**src/rtl/multidim_histogram_counter_core_assert.svh**
```systemverilog
// Assertion macros shared by the histogram counter RTL.
// Expects signals named clk and arst_n in the including module.
`ifndef MULTIDIM_HISTOGRAM_COUNTER_CORE_ASSERT_SVH
`define MULTIDIM_HISTOGRAM_COUNTER_CORE_ASSERT_SVH

// Same-cycle implication, checked outside reset.
`define MDHC_ASSERT_NOW(lbl, ante, cons, msg) \
	lbl: assert property (@(posedge clk) disable iff (!arst_n) (ante) |-> (cons)) \
		else $error(msg);

// Next-cycle implication, checked outside reset.
`define MDHC_ASSERT_NEXT(lbl, ante, cons, msg) \
	lbl: assert property (@(posedge clk) disable iff (!arst_n) (ante) |=> (cons)) \
		else $error(msg);

`endif

```
**src/rtl/mdhc_pkg.sv**
```systemverilog
// Shared types, constants and codes of the histogram counter.
// No dependencies.
package mdhc_pkg;

	localparam int CELLS      = 4096;
	localparam int IDX_BITS   = $clog2(CELLS);
	localparam int COUNT_BITS = 32;
	localparam int COUNT_W    = 32;
	localparam int CELL_W     = 12;
	localparam int VAL_W      = 16;
	localparam int SIZE_W     = 13;
	localparam int OFF_W      = 12;
	localparam int DIFF_W     = VAL_W + 1;
	localparam int P1_W       = OFF_W + SIZE_W;
	localparam int B2_W       = 2 * SIZE_W;
	localparam int P2_W       = OFF_W + B2_W;
	localparam int SUM1_W     = P1_W + 1;
	localparam int ADDR_W     = 5;
	localparam int DATA_W     = 32;
	localparam logic [1:0] MAX_DIMS = 2'd3;
	localparam logic [COUNT_BITS-1:0] CNT_MAX = '1;

	typedef enum logic [1:0] {
		OP_COUNT = 2'd0,
		OP_READ  = 2'd1,
		OP_CLEAR = 2'd2
	} op_e;

	typedef enum logic [2:0] {
		REG_DIMS  = 3'd0,
		REG_LOW0  = 3'd1,
		REG_LOW1  = 3'd2,
		REG_LOW2  = 3'd3,
		REG_SIZE0 = 3'd4,
		REG_SIZE1 = 3'd5,
		REG_SIZE2 = 3'd6
	} reg_e;

	typedef struct packed {
		logic [1:0]              dims;
		logic signed [VAL_W-1:0] low0;
		logic signed [VAL_W-1:0] low1;
		logic signed [VAL_W-1:0] low2;
		logic [SIZE_W-1:0]       size0;
		logic [SIZE_W-1:0]       size1;
		logic [SIZE_W-1:0]       size2;
	} cfg_t;

	typedef struct packed {
		logic                valid;
		op_e                 op;
		logic [IDX_BITS-1:0] addr;
		logic [CELL_W-1:0]   cell_id;
		logic                bad;
	} req_t;

endpackage

```
**src/rtl/mdhc_cfg.sv**
```systemverilog
// APB-style configuration registers of the histogram counter.
// Depends on mdhc_pkg.
module mdhc_cfg (
	input  logic                       clk,
	input  logic                       arst_n,
	input  logic                       psel,
	input  logic                       penable,
	input  logic                       pwrite,
	input  logic [mdhc_pkg::ADDR_W-1:0] paddr,
	input  logic [mdhc_pkg::DATA_W-1:0] pwdata,
	output logic [mdhc_pkg::DATA_W-1:0] prdata,
	output mdhc_pkg::cfg_t             cfg
);

	mdhc_pkg::cfg_t cfg_q;
	mdhc_pkg::reg_e sel;
	logic           wr;

	assign sel = mdhc_pkg::reg_e'(paddr[4:2]);
	assign wr  = psel & penable & pwrite;
	assign cfg = cfg_q;

	always_ff @(posedge clk or negedge arst_n) begin
		if (!arst_n) begin
			cfg_q.dims  <= 2'd1;
			cfg_q.low0  <= '0;
			cfg_q.low1  <= '0;
			cfg_q.low2  <= '0;
			cfg_q.size0 <= mdhc_pkg::SIZE_W'(1);
			cfg_q.size1 <= mdhc_pkg::SIZE_W'(1);
			cfg_q.size2 <= mdhc_pkg::SIZE_W'(1);
		end else if (wr) begin
			unique case (sel)
				mdhc_pkg::REG_DIMS:  cfg_q.dims  <= pwdata[1:0];
				mdhc_pkg::REG_LOW0:  cfg_q.low0  <= pwdata[mdhc_pkg::VAL_W-1:0];
				mdhc_pkg::REG_LOW1:  cfg_q.low1  <= pwdata[mdhc_pkg::VAL_W-1:0];
				mdhc_pkg::REG_LOW2:  cfg_q.low2  <= pwdata[mdhc_pkg::VAL_W-1:0];
				mdhc_pkg::REG_SIZE0: cfg_q.size0 <= pwdata[mdhc_pkg::SIZE_W-1:0];
				mdhc_pkg::REG_SIZE1: cfg_q.size1 <= pwdata[mdhc_pkg::SIZE_W-1:0];
				mdhc_pkg::REG_SIZE2: cfg_q.size2 <= pwdata[mdhc_pkg::SIZE_W-1:0];
				default: ;
			endcase
		end
	end

	always_comb begin
		prdata = '0;
		unique case (sel)
			mdhc_pkg::REG_DIMS:  prdata = mdhc_pkg::DATA_W'(cfg_q.dims);
			mdhc_pkg::REG_LOW0:  prdata = mdhc_pkg::DATA_W'(unsigned'(cfg_q.low0));
			mdhc_pkg::REG_LOW1:  prdata = mdhc_pkg::DATA_W'(unsigned'(cfg_q.low1));
			mdhc_pkg::REG_LOW2:  prdata = mdhc_pkg::DATA_W'(unsigned'(cfg_q.low2));
			mdhc_pkg::REG_SIZE0: prdata = mdhc_pkg::DATA_W'(cfg_q.size0);
			mdhc_pkg::REG_SIZE1: prdata = mdhc_pkg::DATA_W'(cfg_q.size1);
			mdhc_pkg::REG_SIZE2: prdata = mdhc_pkg::DATA_W'(cfg_q.size2);
			default:             prdata = '0;
		endcase
	end

endmodule

```
**config.mk**
```make
export PLATFORM = sky130hd
export DESIGN_NAME = mdhc_cfg
export DESIGN_NICKNAME = d
export VERILOG_FILES = /design/src/rtl/multidim_histogram_counter_core_assert.svh /design/src/rtl/mdhc_pkg.sv /design/src/rtl/mdhc_cfg.sv
export SDC_FILE = /design/constraint.sdc
export NUM_CORES = 1
export LEC_CHECK = 0
export ABC_AREA = 1
export BUFFER_PORTS_ARGS = -buffer_cell sky130_fd_sc_hd__buf_4
export CAP_MARGIN = 0
export CORE_MARGIN = 2
export CORE_UTILIZATION = 30
export DETAILED_ROUTE_END_ITERATION = 6
export PLACE_DENSITY = 0.54
export REMOVE_ABC_BUFFERS = 1
export SYNTH_ARGS = -nofsm -noshare
export SYNTH_HDL_FRONTEND = slang
export SYNTH_SLANG_ARGS = --single-unit
```
**constraint.sdc**
```tcl
create_clock -name clk -period 1.58 [get_ports clk]
set_input_delay 0.316 -clock clk [delete_from_list [all_inputs] [get_ports clk]]
set_output_delay 0.316 -clock clk [all_outputs]
set_load 0.01 [all_outputs]
```
* Word-level counts from Yosys, hierarchy flattened *
Cells that the tools add are included.

operators by class
  eq/ne operators = 6
  mux-type cells = 1
  bitwise logic cells = 2
  reduce and logical (&&, ||, !) cells = 8

operator list
  cell                number
  $pmux 16 s7         1
  $reduce_and 2->1    7
  $eq 3x3->1 const B  3
  $eq 3x2->1 const B  2
  $eq 3x1->1 const B  1
  $logic_not 3->1     1
  $and 1x1->1         2

word-level totals
  bits in registers = 89
  input bits = 42
  output and inout bits = 121
  logic and storage cells = 24

* Longest topological paths before layout *
  word-level depth = 3
  gate-level depth with buffers = 8
  mapped depth without buffers = 6

* Worst setup path after synthesis *
Ideal clock, no wire load.

  path type = input-to-output
  start point = in paddr[4] (netlist name)
  end point = out prdata[1] (netlist name)
  data arrival time = 1.082 ns
  required time = 1.264 ns
  path slack = 0.182 ns
  stages = 7
  path buffers = 3
  path through = buf_4 buf_4 buf_2 nand3_1 nand2_1 nor2_1 nand2_1

between the ends
  cells in the longest elaborated chain, start to end = 2
  elaborated cells on any way between the ends = 8
  those cells by class = 6 x eq/ne; 1 x mux; 1 x reduce/logical

ends and longest elaborated chain
  item                                line            text
  start, declared                     mdhc_cfg.sv:9   input logic [mdhc_pkg::ADDR_W-1:0] paddr,
  $eq 3x3->1 (tied with other cells)  mdhc_cfg.sv:48  unique case (sel)
  $pmux 16 s7 *                       mdhc_cfg.sv:48
  end, declared                       mdhc_cfg.sv:11  output logic [mdhc_pkg::DATA_W-1:0] prdata,

Mark *: on every way between the ends. The rest lies on a longest branch, timed or not.

* Final worst setup path *
  start point = reg cfg_q, in the netlist cfg[13]
  end point = out prdata[0] (netlist name)

between the ends
  cells in the longest elaborated chain, start to end = 1

ends and longest elaborated chain
  item             line            text
  start, declared  mdhc_cfg.sv:15  mdhc_pkg::cfg_t cfg_q;
  $pmux 16 s7      mdhc_cfg.sv:48

Every way passes these cells.

==> metrics <==
antenna diode count=0; minimum clock period=1.59 ns; Synth Area in Compound Gates=11.2%; Core ar.=15,300 µm²; CP Capture Type=output port; CP most frequent cell=nand2_1; final net count=786; CTS tree=built; DIE WIDTH=129 µm; area leader, netlist=dfrtp_1; Clock Sinks=89; wire length of the first global-routing pass=23,900 µm; Post-synth EDFFs=0; H-tree levels=3; top cells by count, synth=197 x nand2_1, 85 x dfrtp_1, 54 x nand4_1; post-route setup slack=-0.00579 ns; Total GRT Usage=19.2%; crit start category=flop; # rows=45; multiplexer share of the synthesized area=0%; Cells after Synth=576; RSZ-0062 raised after global routing=yes; final-layout fill cell count=1,554; critical path, cell by cell=nand4_1, nand2_1, nor2_1, nand2_1, buf_6; Setup Slack @ Placement=-0.0332 ns; routability congestion estimate from global placement=0.813; mapped cell area=4690 µm²; CP max-delay cell=dfstp_2; Max-Cap Viols=0; share of the synthesized area in the top cell type=45.4%; area of the multi-input gates=1990 µm²; Lkg Pwr=3.52 nW; max-slew violation count=0; slew margin rel.=64.9%; WL met3=948 µm; outcome=finished, violations left; Pwr Density=1130 nW/µm²; Initial Utilization=30.7%; design area=6600 µm²; synthesis-stage register bit count=89; post-DP HPWL=11,200 µm; initial DRC count=304; Max Fanout on Critical Path=2; Skew-Pair Late Insertion Delay=0.35 ns; VDD IR max=528 µV; fraction of layout instances using a drive strength above 1=35.7%; Syn. warnings=0; Post-Synth Simple-Gate Area=29.8%; register area share after synthesis=47.6%; vias per cell=4.68; vias in the first global route=4,182; chip height=129 µm; Final Hold Fails=3; Tot Pwr=7.46 mW; Worst Path Required=1.26 ns; largest family of logic cells by synthesized area=simple AND/OR/NAND/NOR gates; M1 WL=7300 µm; largest net degree at the start of global routing=90; DRC violations left=0; top sig layer=met4; Clock Root Buffer=clkbuf_16; Tightest Hold Check Type=input pin to asynchronous set/reset pin; remaining global-route overflow=0; final setup fails=1; WL/cell=16.5 µm; number of port buffers=128; Avg Inst Size Synth=8.14 µm²; CP Data Arrival Time=1.27 ns; DR WL met2=7440 µm; WS Path Type=flop to output port; register area=2230 µm²; clk slew on worst S/H paths=0.06 ns; Critical path origin=cfg[13]; Top Family by Delay on Critical Path=flip-flops; CTS Buffer Depth=2; Setup Skew=0 ns; violated checks=negative hold slack, negative setup slack; initial antenna violation count=0; CTS Hold Bufs=0; CTS Buf Count=9; Routed WL=15,800 µm; crit path buf inv count=1; actual slew at the worst max-slew pin=0.527 ns; drt pass-1 iters=4; ys async rst share=100%; ranking of synthesized cells by area=dfrtp_1 45%, nand2_1 16%, nand4_1 7.2%, o21ai_0 4.4%, buf_4 4.3%; Synth Area in Adders=0%; Routed Antenna Nets=0; r2r startpoint=cfg[87]; Min Hold Slack=-0.0115 ns; CP max stage delay=0.53 ns; Period Utilization, post-route=100%; num ports=163; most common cell in the synthesized netlist=nand2_1; Synth Flop Type=dfrtp_1; vias=4,485; max frequency=631 MHz; Layout area overhead=40.7%; distinct cell type count after synthesis=23; placed cell areas=6070 µm²; die area=16,600 µm²; max reg flops=89; Post-Synth XOR/XNOR Area=0%
-- worst register-to-register path, stage by stage (launching register included) --
cell and delay, ns:
dfstp_2 0.53, buf_4 0.11, o21ai_0 0.07, nand2_1 0.07
-- power breakdown --
part           leakage, nW  total (mW)  switching (mW)  internal, mW
logic                 2.23        2.21            1.09          1.12
clock network        0.144        2.17           0.917          1.26
registers             1.14        3.08           0.363          2.72
total                 3.52        7.46            2.37          5.09
-- cells in the final DEF, fill, tap and decap left out, drive strengths merged --
| cell | n |
|---|---|
| clkinvlp | 1 |
| dfstp | 4 |
| inv | 34 |
| clkbuf | 10 |
| conb | 16 |
| nand2 | 206 |
| nand3 | 22 |
| o21ai | 89 |
| buf | 199 |
| clkinv | 3 |
| nor3 | 1 |
| nor2 | 23 |
| bufinv | 1 |
| nand4 | 54 |
| dfrtp | 85 |
-- path summary, 6_finish.rpt --
kind / to / slack [ns] / depth (start not counted)
max: prdata[0] / -0.006 / 5
min: cfg[55] / -0.01 / 2
max reg2reg: cfg[87] / 0.74 / 3
min reg2reg: cfg[73] / 0.52 / 2
max in group asynchronous: cfg[87] / 1.15 / 2
min in group clk: cfg[30] / 0.20 / 3
-- metrics by stage --
step                util, %  setup TNS [ns]  std cells
floorplan                 -           -2.27        534
global placement       39.8         -0.0659        918
detailed placement     39.8          -0.119        918
CTS                    42.1         -0.0372        939
global route           43.2          -0.403        959
finish                 43.2        -0.00579        959
-- cell type report --
class                      instances  area share (%)
timing repair buffer             199            25.4
inverter                          34            2.05
clock buffer                      10            3.62
multi-input combinational        411            30.2
clock inverter                     5           0.854
sequential                        89            33.8
tap                              211            4.00
-- timing repair --
| action | CTS | global route |
|---|---|---|
| pin swaps | 4 | 12 |
| buffers inserted | 6 | 20 |
| resized for setup | 3 | 7 |
| endpoints found under the setup margin | 11 | 16 |
-- logic make-up after synthesis --
family / after synthesis
AO/OA/AOI/OAI: 89
other: 1
AND/OR/NAND/NOR: 306
buffers and inverters: 91
flip-flops: 89
-- routing by layer --
layer	track usage [%]	vias to the layer above
met5	0	-
met3	4.79	7
met1	26.8	2133
met2	29.9	139
li1	-	2206
met4	5.31	0
(Power assumes the default switching activity.)
