===== config.mk =====
export PLATFORM = sky130hd
export DESIGN_NAME = mdhc_index
export DESIGN_NICKNAME = d
export VERILOG_FILES = /design/src/rtl/mdhc_pkg.sv /design/src/rtl/mdhc_index.sv
export VERILOG_INCLUDE_DIRS = /design/src /design/src/rtl
export SDC_FILE = /design/constraint.sdc
export NUM_CORES = 2
export LEC_CHECK = 0
export BUFFER_PORTS_ARGS = -buffer_cell sky130_fd_sc_hd__buf_2
export CAP_MARGIN = 20
export CORE_AREA = 2 2 231 233
export DETAILED_ROUTE_END_ITERATION = 8
export DIE_AREA = 0 0 233 235
export PLACE_DENSITY = 0.78
export SLEW_MARGIN = 20
export SYNTH_ARGS = -nofsm -noshare
export SYNTH_HDL_FRONTEND = slang
export SYNTH_SLANG_ARGS = --single-unit

===== constraint.sdc =====
create_clock -name clk -period 6.5 [get_ports clk]
set_input_delay 0.65 -clock clk [delete_from_list [all_inputs] [get_ports clk]]
set_output_delay 0.65 -clock clk [all_outputs]
set_load 0.02 [all_outputs]

===== src/rtl/multidim_histogram_counter_core_assert.svh =====
// Assertion macros shared by the histogram counter RTL.
// Expects signals named clk and arst_n in the including module.
`ifndef MULTIDIM_HISTOGRAM_COUNTER_CORE_ASSERT_SVH
`define MULTIDIM_HISTOGRAM_COUNTER_CORE_ASSERT_SVH

// Same-cycle implication, checked outside reset.
`define MDHC_ASSERT_NOW(lbl, ante, cons, msg) \
	lbl: assert property (@(posedge clk) disable iff (!arst_n) (ante) |-> (cons)) \
		else $error(msg);

// Next-cycle implication, checked outside reset.
`define MDHC_ASSERT_NEXT(lbl, ante, cons, msg) \
	lbl: assert property (@(posedge clk) disable iff (!arst_n) (ante) |=> (cons)) \
		else $error(msg);

`endif


===== src/rtl/mdhc_pkg.sv =====
// Shared types, constants and codes of the histogram counter.
// No dependencies.
package mdhc_pkg;

	localparam int CELLS      = 4096;
	localparam int IDX_BITS   = $clog2(CELLS);
	localparam int COUNT_BITS = 32;
	localparam int COUNT_W    = 32;
	localparam int CELL_W     = 12;
	localparam int VAL_W      = 16;
	localparam int SIZE_W     = 13;
	localparam int OFF_W      = 12;
	localparam int DIFF_W     = VAL_W + 1;
	localparam int P1_W       = OFF_W + SIZE_W;
	localparam int B2_W       = 2 * SIZE_W;
	localparam int P2_W       = OFF_W + B2_W;
	localparam int SUM1_W     = P1_W + 1;
	localparam int ADDR_W     = 5;
	localparam int DATA_W     = 32;
	localparam logic [1:0] MAX_DIMS = 2'd3;
	localparam logic [COUNT_BITS-1:0] CNT_MAX = '1;

	typedef enum logic [1:0] {
		OP_COUNT = 2'd0,
		OP_READ  = 2'd1,
		OP_CLEAR = 2'd2
	} op_e;

	typedef enum logic [2:0] {
		REG_DIMS  = 3'd0,
		REG_LOW0  = 3'd1,
		REG_LOW1  = 3'd2,
		REG_LOW2  = 3'd3,
		REG_SIZE0 = 3'd4,
		REG_SIZE1 = 3'd5,
		REG_SIZE2 = 3'd6
	} reg_e;

	typedef struct packed {
		logic [1:0]              dims;
		logic signed [VAL_W-1:0] low0;
		logic signed [VAL_W-1:0] low1;
		logic signed [VAL_W-1:0] low2;
		logic [SIZE_W-1:0]       size0;
		logic [SIZE_W-1:0]       size1;
		logic [SIZE_W-1:0]       size2;
	} cfg_t;

	typedef struct packed {
		logic                valid;
		op_e                 op;
		logic [IDX_BITS-1:0] addr;
		logic [CELL_W-1:0]   cell_id;
		logic                bad;
	} req_t;

endpackage


===== src/rtl/mdhc_index.sv =====
// Three-stage cell index pipeline: offsets and range checks, products, final sum.
// Depends on mdhc_pkg and multidim_histogram_counter_core_assert.svh.
`include "multidim_histogram_counter_core_assert.svh"

module mdhc_index (
	input  logic                              clk,
	input  logic                              arst_n,
	input  logic                              take,
	input  logic [1:0]                        opcode,
	input  logic signed [mdhc_pkg::VAL_W-1:0] value_0,
	input  logic signed [mdhc_pkg::VAL_W-1:0] value_1,
	input  logic signed [mdhc_pkg::VAL_W-1:0] value_2,
	input  logic [mdhc_pkg::CELL_W-1:0]       read_index,
	input  mdhc_pkg::cfg_t                    cfg,
	output mdhc_pkg::req_t                    req,
	output logic                              busy
);

	// stage 0 (input side): offsets and range checks
	logic signed [mdhc_pkg::DIFF_W-1:0] diff0, diff1, diff2;
	logic                               bad0, bad1, bad2;
	logic [1:0]                         dimc;

	// stage registers
	logic                              v_s1, v_s2, v_s3;
	mdhc_pkg::op_e                     op_s1, op_s2, op_s3;
	logic [mdhc_pkg::CELL_W-1:0]       ri_s1, ri_s2, ri_s3;
	logic                              bad_s1, bad_s2, bad_s3;
	logic [mdhc_pkg::OFF_W-1:0]        off0_s1, off1_s1, off2_s1;
	logic [mdhc_pkg::OFF_W-1:0]        off0_s2, off2_s2;
	logic [mdhc_pkg::P1_W-1:0]         p1_s2;
	logic [mdhc_pkg::B2_W-1:0]         b2_s2;
	logic [mdhc_pkg::P2_W-1:0]         p2_s3;
	logic [mdhc_pkg::SUM1_W-1:0]       sum1_s3;

	logic [mdhc_pkg::P2_W-1:0]         idx;
	logic                              over;
	logic                              ri_over;

	function automatic logic signed [mdhc_pkg::DIFF_W-1:0] DIFF_EXT(
		input logic signed [mdhc_pkg::VAL_W-1:0] v);
		DIFF_EXT = {v[mdhc_pkg::VAL_W-1], v};
	endfunction

	assign diff0 = DIFF_EXT(value_0) - DIFF_EXT(cfg.low0);
	assign diff1 = DIFF_EXT(value_1) - DIFF_EXT(cfg.low1);
	assign diff2 = DIFF_EXT(value_2) - DIFF_EXT(cfg.low2);

	always_comb begin
		dimc = cfg.dims;
		if (dimc == 2'd0) begin
			dimc = 2'd1;
		end else if (dimc > mdhc_pkg::MAX_DIMS) begin
			dimc = mdhc_pkg::MAX_DIMS;
		end
		bad0 = diff0[mdhc_pkg::DIFF_W-1] ||
			(diff0[mdhc_pkg::VAL_W-1:0] >= mdhc_pkg::VAL_W'(cfg.size0));
		bad1 = (dimc >= 2'd2) && (diff1[mdhc_pkg::DIFF_W-1] ||
			(diff1[mdhc_pkg::VAL_W-1:0] >= mdhc_pkg::VAL_W'(cfg.size1)));
		bad2 = (dimc >= 2'd3) && (diff2[mdhc_pkg::DIFF_W-1] ||
			(diff2[mdhc_pkg::VAL_W-1:0] >= mdhc_pkg::VAL_W'(cfg.size2)));
	end

	// valid bits
	always_ff @(posedge clk or negedge arst_n) begin
		if (!arst_n) begin
			v_s1 <= 1'b0;
			v_s2 <= 1'b0;
			v_s3 <= 1'b0;
		end else begin
			v_s1 <= take;
			v_s2 <= v_s1;
			v_s3 <= v_s2;
		end
	end

	// payload; unused dimensions contribute a zero digit
	always_ff @(posedge clk) begin
		if (take) begin
			op_s1   <= mdhc_pkg::op_e'(opcode);
			ri_s1   <= read_index;
			bad_s1  <= bad0 | bad1 | bad2;
			off0_s1 <= diff0[mdhc_pkg::OFF_W-1:0];
			off1_s1 <= (dimc >= 2'd2) ? diff1[mdhc_pkg::OFF_W-1:0] : '0;
			off2_s1 <= (dimc >= 2'd3) ? diff2[mdhc_pkg::OFF_W-1:0] : '0;
		end
		op_s2   <= op_s1;
		ri_s2   <= ri_s1;
		bad_s2  <= bad_s1;
		off0_s2 <= off0_s1;
		off2_s2 <= off2_s1;
		p1_s2   <= mdhc_pkg::P1_W'(off1_s1) * mdhc_pkg::P1_W'(cfg.size0);
		b2_s2   <= mdhc_pkg::B2_W'(cfg.size0) * mdhc_pkg::B2_W'(cfg.size1);
		op_s3   <= op_s2;
		ri_s3   <= ri_s2;
		bad_s3  <= bad_s2;
		p2_s3   <= mdhc_pkg::P2_W'(off2_s2) * mdhc_pkg::P2_W'(b2_s2);
		sum1_s3 <= mdhc_pkg::SUM1_W'(off0_s2) + mdhc_pkg::SUM1_W'(p1_s2);
	end

	assign idx     = mdhc_pkg::P2_W'(sum1_s3) + p2_s3;
	assign over    = idx >= mdhc_pkg::P2_W'(mdhc_pkg::CELLS);
	assign ri_over = {1'b0, ri_s3} >= (mdhc_pkg::CELL_W + 1)'(mdhc_pkg::CELLS);

	always_comb begin
		req.valid   = v_s3;
		req.op      = op_s3;
		req.addr    = idx[mdhc_pkg::IDX_BITS-1:0];
		req.cell_id = '0;
		req.bad     = 1'b1;
		unique case (op_s3) inside
			mdhc_pkg::OP_COUNT: begin
				req.bad     = bad_s3 | over;
				req.cell_id = req.bad ? '0 :
					mdhc_pkg::CELL_W'(idx[mdhc_pkg::IDX_BITS-1:0]);
			end
			mdhc_pkg::OP_READ, mdhc_pkg::OP_CLEAR: begin
				req.addr    = ri_s3[mdhc_pkg::IDX_BITS-1:0];
				req.cell_id = ri_s3;
				req.bad     = ri_over;
			end
			default: begin
				req.bad     = 1'b1;
				req.cell_id = '0;
			end
		endcase
	end

	assign busy = v_s1 | v_s2 | v_s3;

	`MDHC_ASSERT_NOW(a_one_in_flight, 1'b1, $onehot0({v_s1, v_s2, v_s3}), "index pipeline holds more than one item")
	`MDHC_ASSERT_NEXT(a_take_fills_s1, take, v_s1 && $past(!busy), "item taken while pipeline busy")

endmodule


; Word level (Yosys, flattened, before mapping)
; Index checks and enable logic that the tools add are counted.
[classes]
addsub = 5
multipliers = 3
order_cmp = 7
eq_ne = 2
muxes = 5
n_bitwise = 5
n_reduce_logical = 8
[op_table]
columns = cell, count
row1 = $sub A16 B16 Y17, 3
row2 = $ge A16 B13 Y1, 3
row3 = $add A26 B38 Y38, 1
row4 = $ge A38 B13 Y1 const B, 1
row5 = $mul A12 B26 Y38, 1
row6 = $add A12 B25 Y26, 1
row7 = $mul A13 B13 Y26, 1
row8 = $pmux W13 S2, 1
row9 = $mul A12 B13 Y25, 1
row10 = $mux W12, 2
row11 = $or A1 B1 Y1, 5
row12 = $ge A2 B2 Y1 const B, 2
row13 = $logic_not A2 Y1, 2
row14 = $mux W2, 2
row15 = $logic_or A1 B1 Y1, 3
row16 = $eq A2 B1 Y1 const B, 1
row17 = $eq A2 B2 Y1 const B, 1
row18 = $gt A2 B2 Y1 const B, 1
row19 = $logic_and A1 B1 Y1, 2
row20 = $reduce_or A2 Y1, 1
[word_totals]
reg_bits = 223
output_inout_bits = 29
wordCells = 56

; Logic depth before layout (Yosys ltp)
[logic_depth]
ltp_word = 7
mapped_depth = 25
depth_no_buf = 23

; Least setup slack after synthesis
; OpenSTA, ideal clock, no wires.
[synth_path]
kind = register -> register
from = register off2_s2[3] (netlist bit)
to = register p2_s3[34] (netlist bit)
setup_ns = 0.072
arrival_ns = 5.843
slack_ns = 0.585
stages_incl_launch_ff = 24
synth_period_minus_slack_ns = 5.915
cell_sequence = dfxtp_1 > clkbuf_1 > clkbuf_1 > nand2_1 > fa_1 > inv_1 > fa_1 > fa_1 > fa_1 > inv_1 > fa_1 > inv_1 > ha_1 > o211ai_1 > a21oi_1 > o211ai_1 > o221ai_1 > a31oi_1 > o22a_1 > a2111oi_1 > nor2_1 > o311a_1 > nor3_1 > xor2_1
[synth_between]
elab_chain_len = 1
[synth_rtl]
columns = item, line_no
row1 = start: declaration, mdhc_index.sv:30  ; logic [mdhc_pkg::OFF_W-1:0] off0_s2, off2_s2;
row2 = start signal: assignment, mdhc_index.sv:91  ; off2_s2 <= off2_s1;
row3 = $mul A12 B26 Y38, mdhc_index.sv:97  ; p2_s3 <= mdhc_pkg::P2_W'(off2_s2) * mdhc_pkg::P2_W'(b2_s2);
row4 = end signal: assignment, mdhc_index.sv:97
row5 = end: declaration, mdhc_index.sv:33  ; logic [mdhc_pkg::P2_W-1:0] p2_s3;
; No other way between the ends.
; A chain may end at the register's enable or synchronous reset.

; Worst setup path in the final report
[layout_path]
from = register off2_s2[3] (netlist bit)
to = register p2_s3[37] (netlist bit)
; The elaborated chain is that of the path after synthesis.

==> metrics.md <==
| Metric | Value |
|---|---|
| Clock Skews | `24.19 ps` |
| Buf/Inv on CP | `4` |
| Post-Synth XOR/XNOR Area | `3.838%` |
| Syn_area_per_cell | `8.842 um^2` |
| Delay-heaviest family, CP | `adder cells` |
| Vias in the first global route | `24800` |
| Drt total wl | `74600 um` |
| Port bufs | `182` |
| Post-synth top area cell | `fa_1` |
| Worst Hold End | `ri_s1[5]` |
| NumNets Final | `4620` |
| Setup crit end kind | `flip-flop` |
| Effective utilization at floorplan | `59.42%` |
| Placed Cells | `4311` |
| Layout cell share with drive strength beyond 1 | `9.338%` |
| Synth Area in Compound Gates | `8.958%` |
| Synth top area cells | `fa_1 (31%), ha_1 (14%), dfxtp_1 (11%), inv_1 (8.2%), nand2_1 (6.4%)` |
| First-pass GRT wire length | `122700 um` |
| Post-DP HPWL | `62200 um` |
| Crit Reg-Reg Endpoint | `p2_s3[37]` |
| Die Wd | `233 um` |
| Post-Synthesis Cells | `3510` |
| Unrepaired setup endpoints after global routing | `false` |
| CTS HTree Levels | `1` |
| FF+latch area | `5015 um^2` |
| First-pass DRT Iterations | `6` |
| Gpl congestion | `0.9766` |
| Crit Path Max Fanout | `13` |
| Hold Path Class | `in -> reg` |
| Status | `finished clean` |
| Worst-path clk slew | `60 ps` |
| FF-to-FF setup slack | `330 ps` |
| Die area | `54760 um^2` |
| Unique masters post-synth | `85` |
| Critical path's most frequent cell | `fa_1` |
| Final hold viol count | `0` |
| Slew Limit Headroom | `41.74%` |
| Reg-to-Reg Start | `off2_s2[3]` |
| Largest net degree at the start of global routing | `53` |
| Post-synth top area share | `30.70%` |
| Worst-Margin Slew | `867.3 ps` |
| Final period utilization | `94.95%` |
| Initial DRC count | `1411` |
| Crit path required time | `6970 ps` |
| Share of synthesized cell area in full adder, half adder and majority cells | `44.29%` |
| Crit path kind | `reg -> reg` |
| Hold_sp | `read_index[5]` |
| CTS root buf | `clkbuf_16` |
| Simple-gate area share of the yosys netlist | `16.52%` |
| Mux share of post-synthesis cell area | `0.4152%` |
| Max cap viols | `0` |
| Aggregate global routing overflow | `0` |
| Critical-path cell list | `buf_4, nand2_1, fa_1, fa_1, inv_1, fa_1, fa_1, inv_1, fa_1, inv_1, ha_1, a21oi_1, o21ai_0, or3_1, o2bb2a_1, a41o_1, o211ai_1, a21boi_1, o21ai_0, nand2b_1, a21oi_1, xnor2_1` |
| Skew-Pair Late Insertion Delay | `560 ps` |
| Antenna Nets Post-Route | `0` |
| EDFF count, synth | `51` |
| Met2 WL | `35670 um` |
| Footprint of the multi-input gates | `22980 um^2` |
| CTS tree | `built` |
| Mapped Nets | `4477` |
| Fillers | `4246` |
| Core Area | `52240 um^2` |
| Hold path depth | `1` |
| Vias/cell | `5.487` |
| Ys Warns | `0` |
| CTS max path bufs | `3` |
| DRC errors left | `0` |
| Critical path arrival | `6640 ps` |
| Synth-to-layout area growth | `8.708%` |
| Total CTS buffers | `26` |
| Synth async-reset ratio | `1.345%` |
| Largest family of logic cells by synthesized area | `adder cells` |
| Worst path slowest cell | `fa_1` |
| Post-route insts no fill | `4363` |
| Die H | `235 um` |
| Routed vias | `23940` |
| Fin crit period | `6172 ps` |
| Met1 Wirelength | `30340 um` |
| Commonest cells post-synth | `inv_1 (682), nand2_1 (533), fa_1 (476)` |
| Initial antenna violation count | `7` |
| Most common flop cell mapped by yosys | `dfxtp_1` |
| Setup TNS | `0 ps` |
| Gr usage total | `28.09%` |
| Netlist Area Pre-Place | `31040 um^2` |
| Max stage delay on crit path | `540 ps` |
| Post-synthesis register bit count | `223` |
| Final count of pins violating max slew | `0` |
| Rows | `84` |
| Top Layer Used | `met5` |
| Met3 wire length | `5401 um` |
| Fmax | `162.0 MHz` |
| WL per Instance | `17.10 um` |
| Final setup violation count | `0` |
| Top-count cell post-synth | `inv_1` |
| Sequential share of the synthesized area | `16.08%` |
| Clock sinks | `223` |
| R2r worst-path depth | `22` |
| IO Count | `183` |
| Nature of the critical path startpoint | `flip-flop` |
-- final cells by class --
cell class	instances	share of cell area, %
clock buffer	34	2.296
timing repair buffer	245	4.183
inverter	683	7.599
multi-input combinational	2474	68.11
antenna	2	0.01483
clock inverter	14	0.3857
tap	688	2.551
sequential	223	14.86
-- registers in the layout, indices dropped and copies added, names as in the netlist, 2 cells and up --
name	count
ri_s1	12
p2_s3	38
off2_s2	12
sum1_s3	26
op_s2	2
p1_s2	25
op_s1	2
off2_s1	12
off0_s1	12
b2_s2	26
ri_s2	12
off1_s1	12
ri_s3	12
op_s3	2
off0_s2	12
-- per-layer routing --
metal | vias to the layer above | GRT usage (%)
met5 | - | 0
met4 | 8 | 10.92
met3 | 193 | 4.672
met2 | 915 | 47.57
met1 | 11550 | 35.89
li1 | 11280 | -
-- stage by stage --
stage,hold WS (ps),setup slack (ps),cell area [um^2],utilization [%]
2_1_floorplan,309.6,585.1,31040,-
3_3_place_gp,310.8,262.8,32780,62.76
3_5_place_dp,312.1,132.7,32780,62.76
4_1_cts,239.4,135.2,33700,64.51
5_1_grt,245.9,21.86,33730,64.58
6_report,264.5,328.0,33740,64.59
-- cells by family (layout without fill, tap and decap cells) --
group	Yosys count	count (layout)
AND/OR/NAND/NOR	1099	1099
adder cells (fa/ha/maj)	813	813
buffers and inverters	813	976
AO/OA/AOI/OAI	414	414
flip-flops	223	223
XOR/XNOR	136	136
multiplexers	12	12
other	0	2
-- layout by cell type (no fill, tap or decap), drive strengths merged, types with 16 or more instances in the layout --
cell / n
nand2b: 27
a21o: 56
o21a: 19
nand2: 533
buf: 244
xor2: 37
nor2: 155
edfxtp: 51
fa: 476
o21ai: 77
dfxtp: 169
nand3: 36
or3: 16
a21oi: 117
inv: 684
and3: 28
ha: 337
xnor2: 99
and2: 178
nor2b: 29
nand4: 19
o21bai: 16
clkbuf: 34
nor3: 50
-- worst max path at each step --
stage | depth (start not counted) | end | slack, ps | start
after detailed placement | 23 | b2_s2[23] | 130 | cfg[31]
final | 22 | p2_s3[37] | 330 | off2_s2[3]
after CTS | 21 | p2_s3[37] | 140 | off2_s2[6]
after global routing | 22 | p2_s3[37] | 20 | off2_s2[3]
after global placement | 23 | b2_s2[23] | 260 | cfg[31]
after floorplan | 23 | p2_s3[34] | 590 | off2_s2[3]
-- repair_timing --
action,in CTS,in global routing
hold endpoints to repair,3,0
buffers inserted,0,1
setup endpoints to repair,0,6
hold buffers,1,0
gates resized for setup,0,22
Power is not shown: default switching activity piles up to over one toggle a cycle in this logic, so the estimate is an artifact.
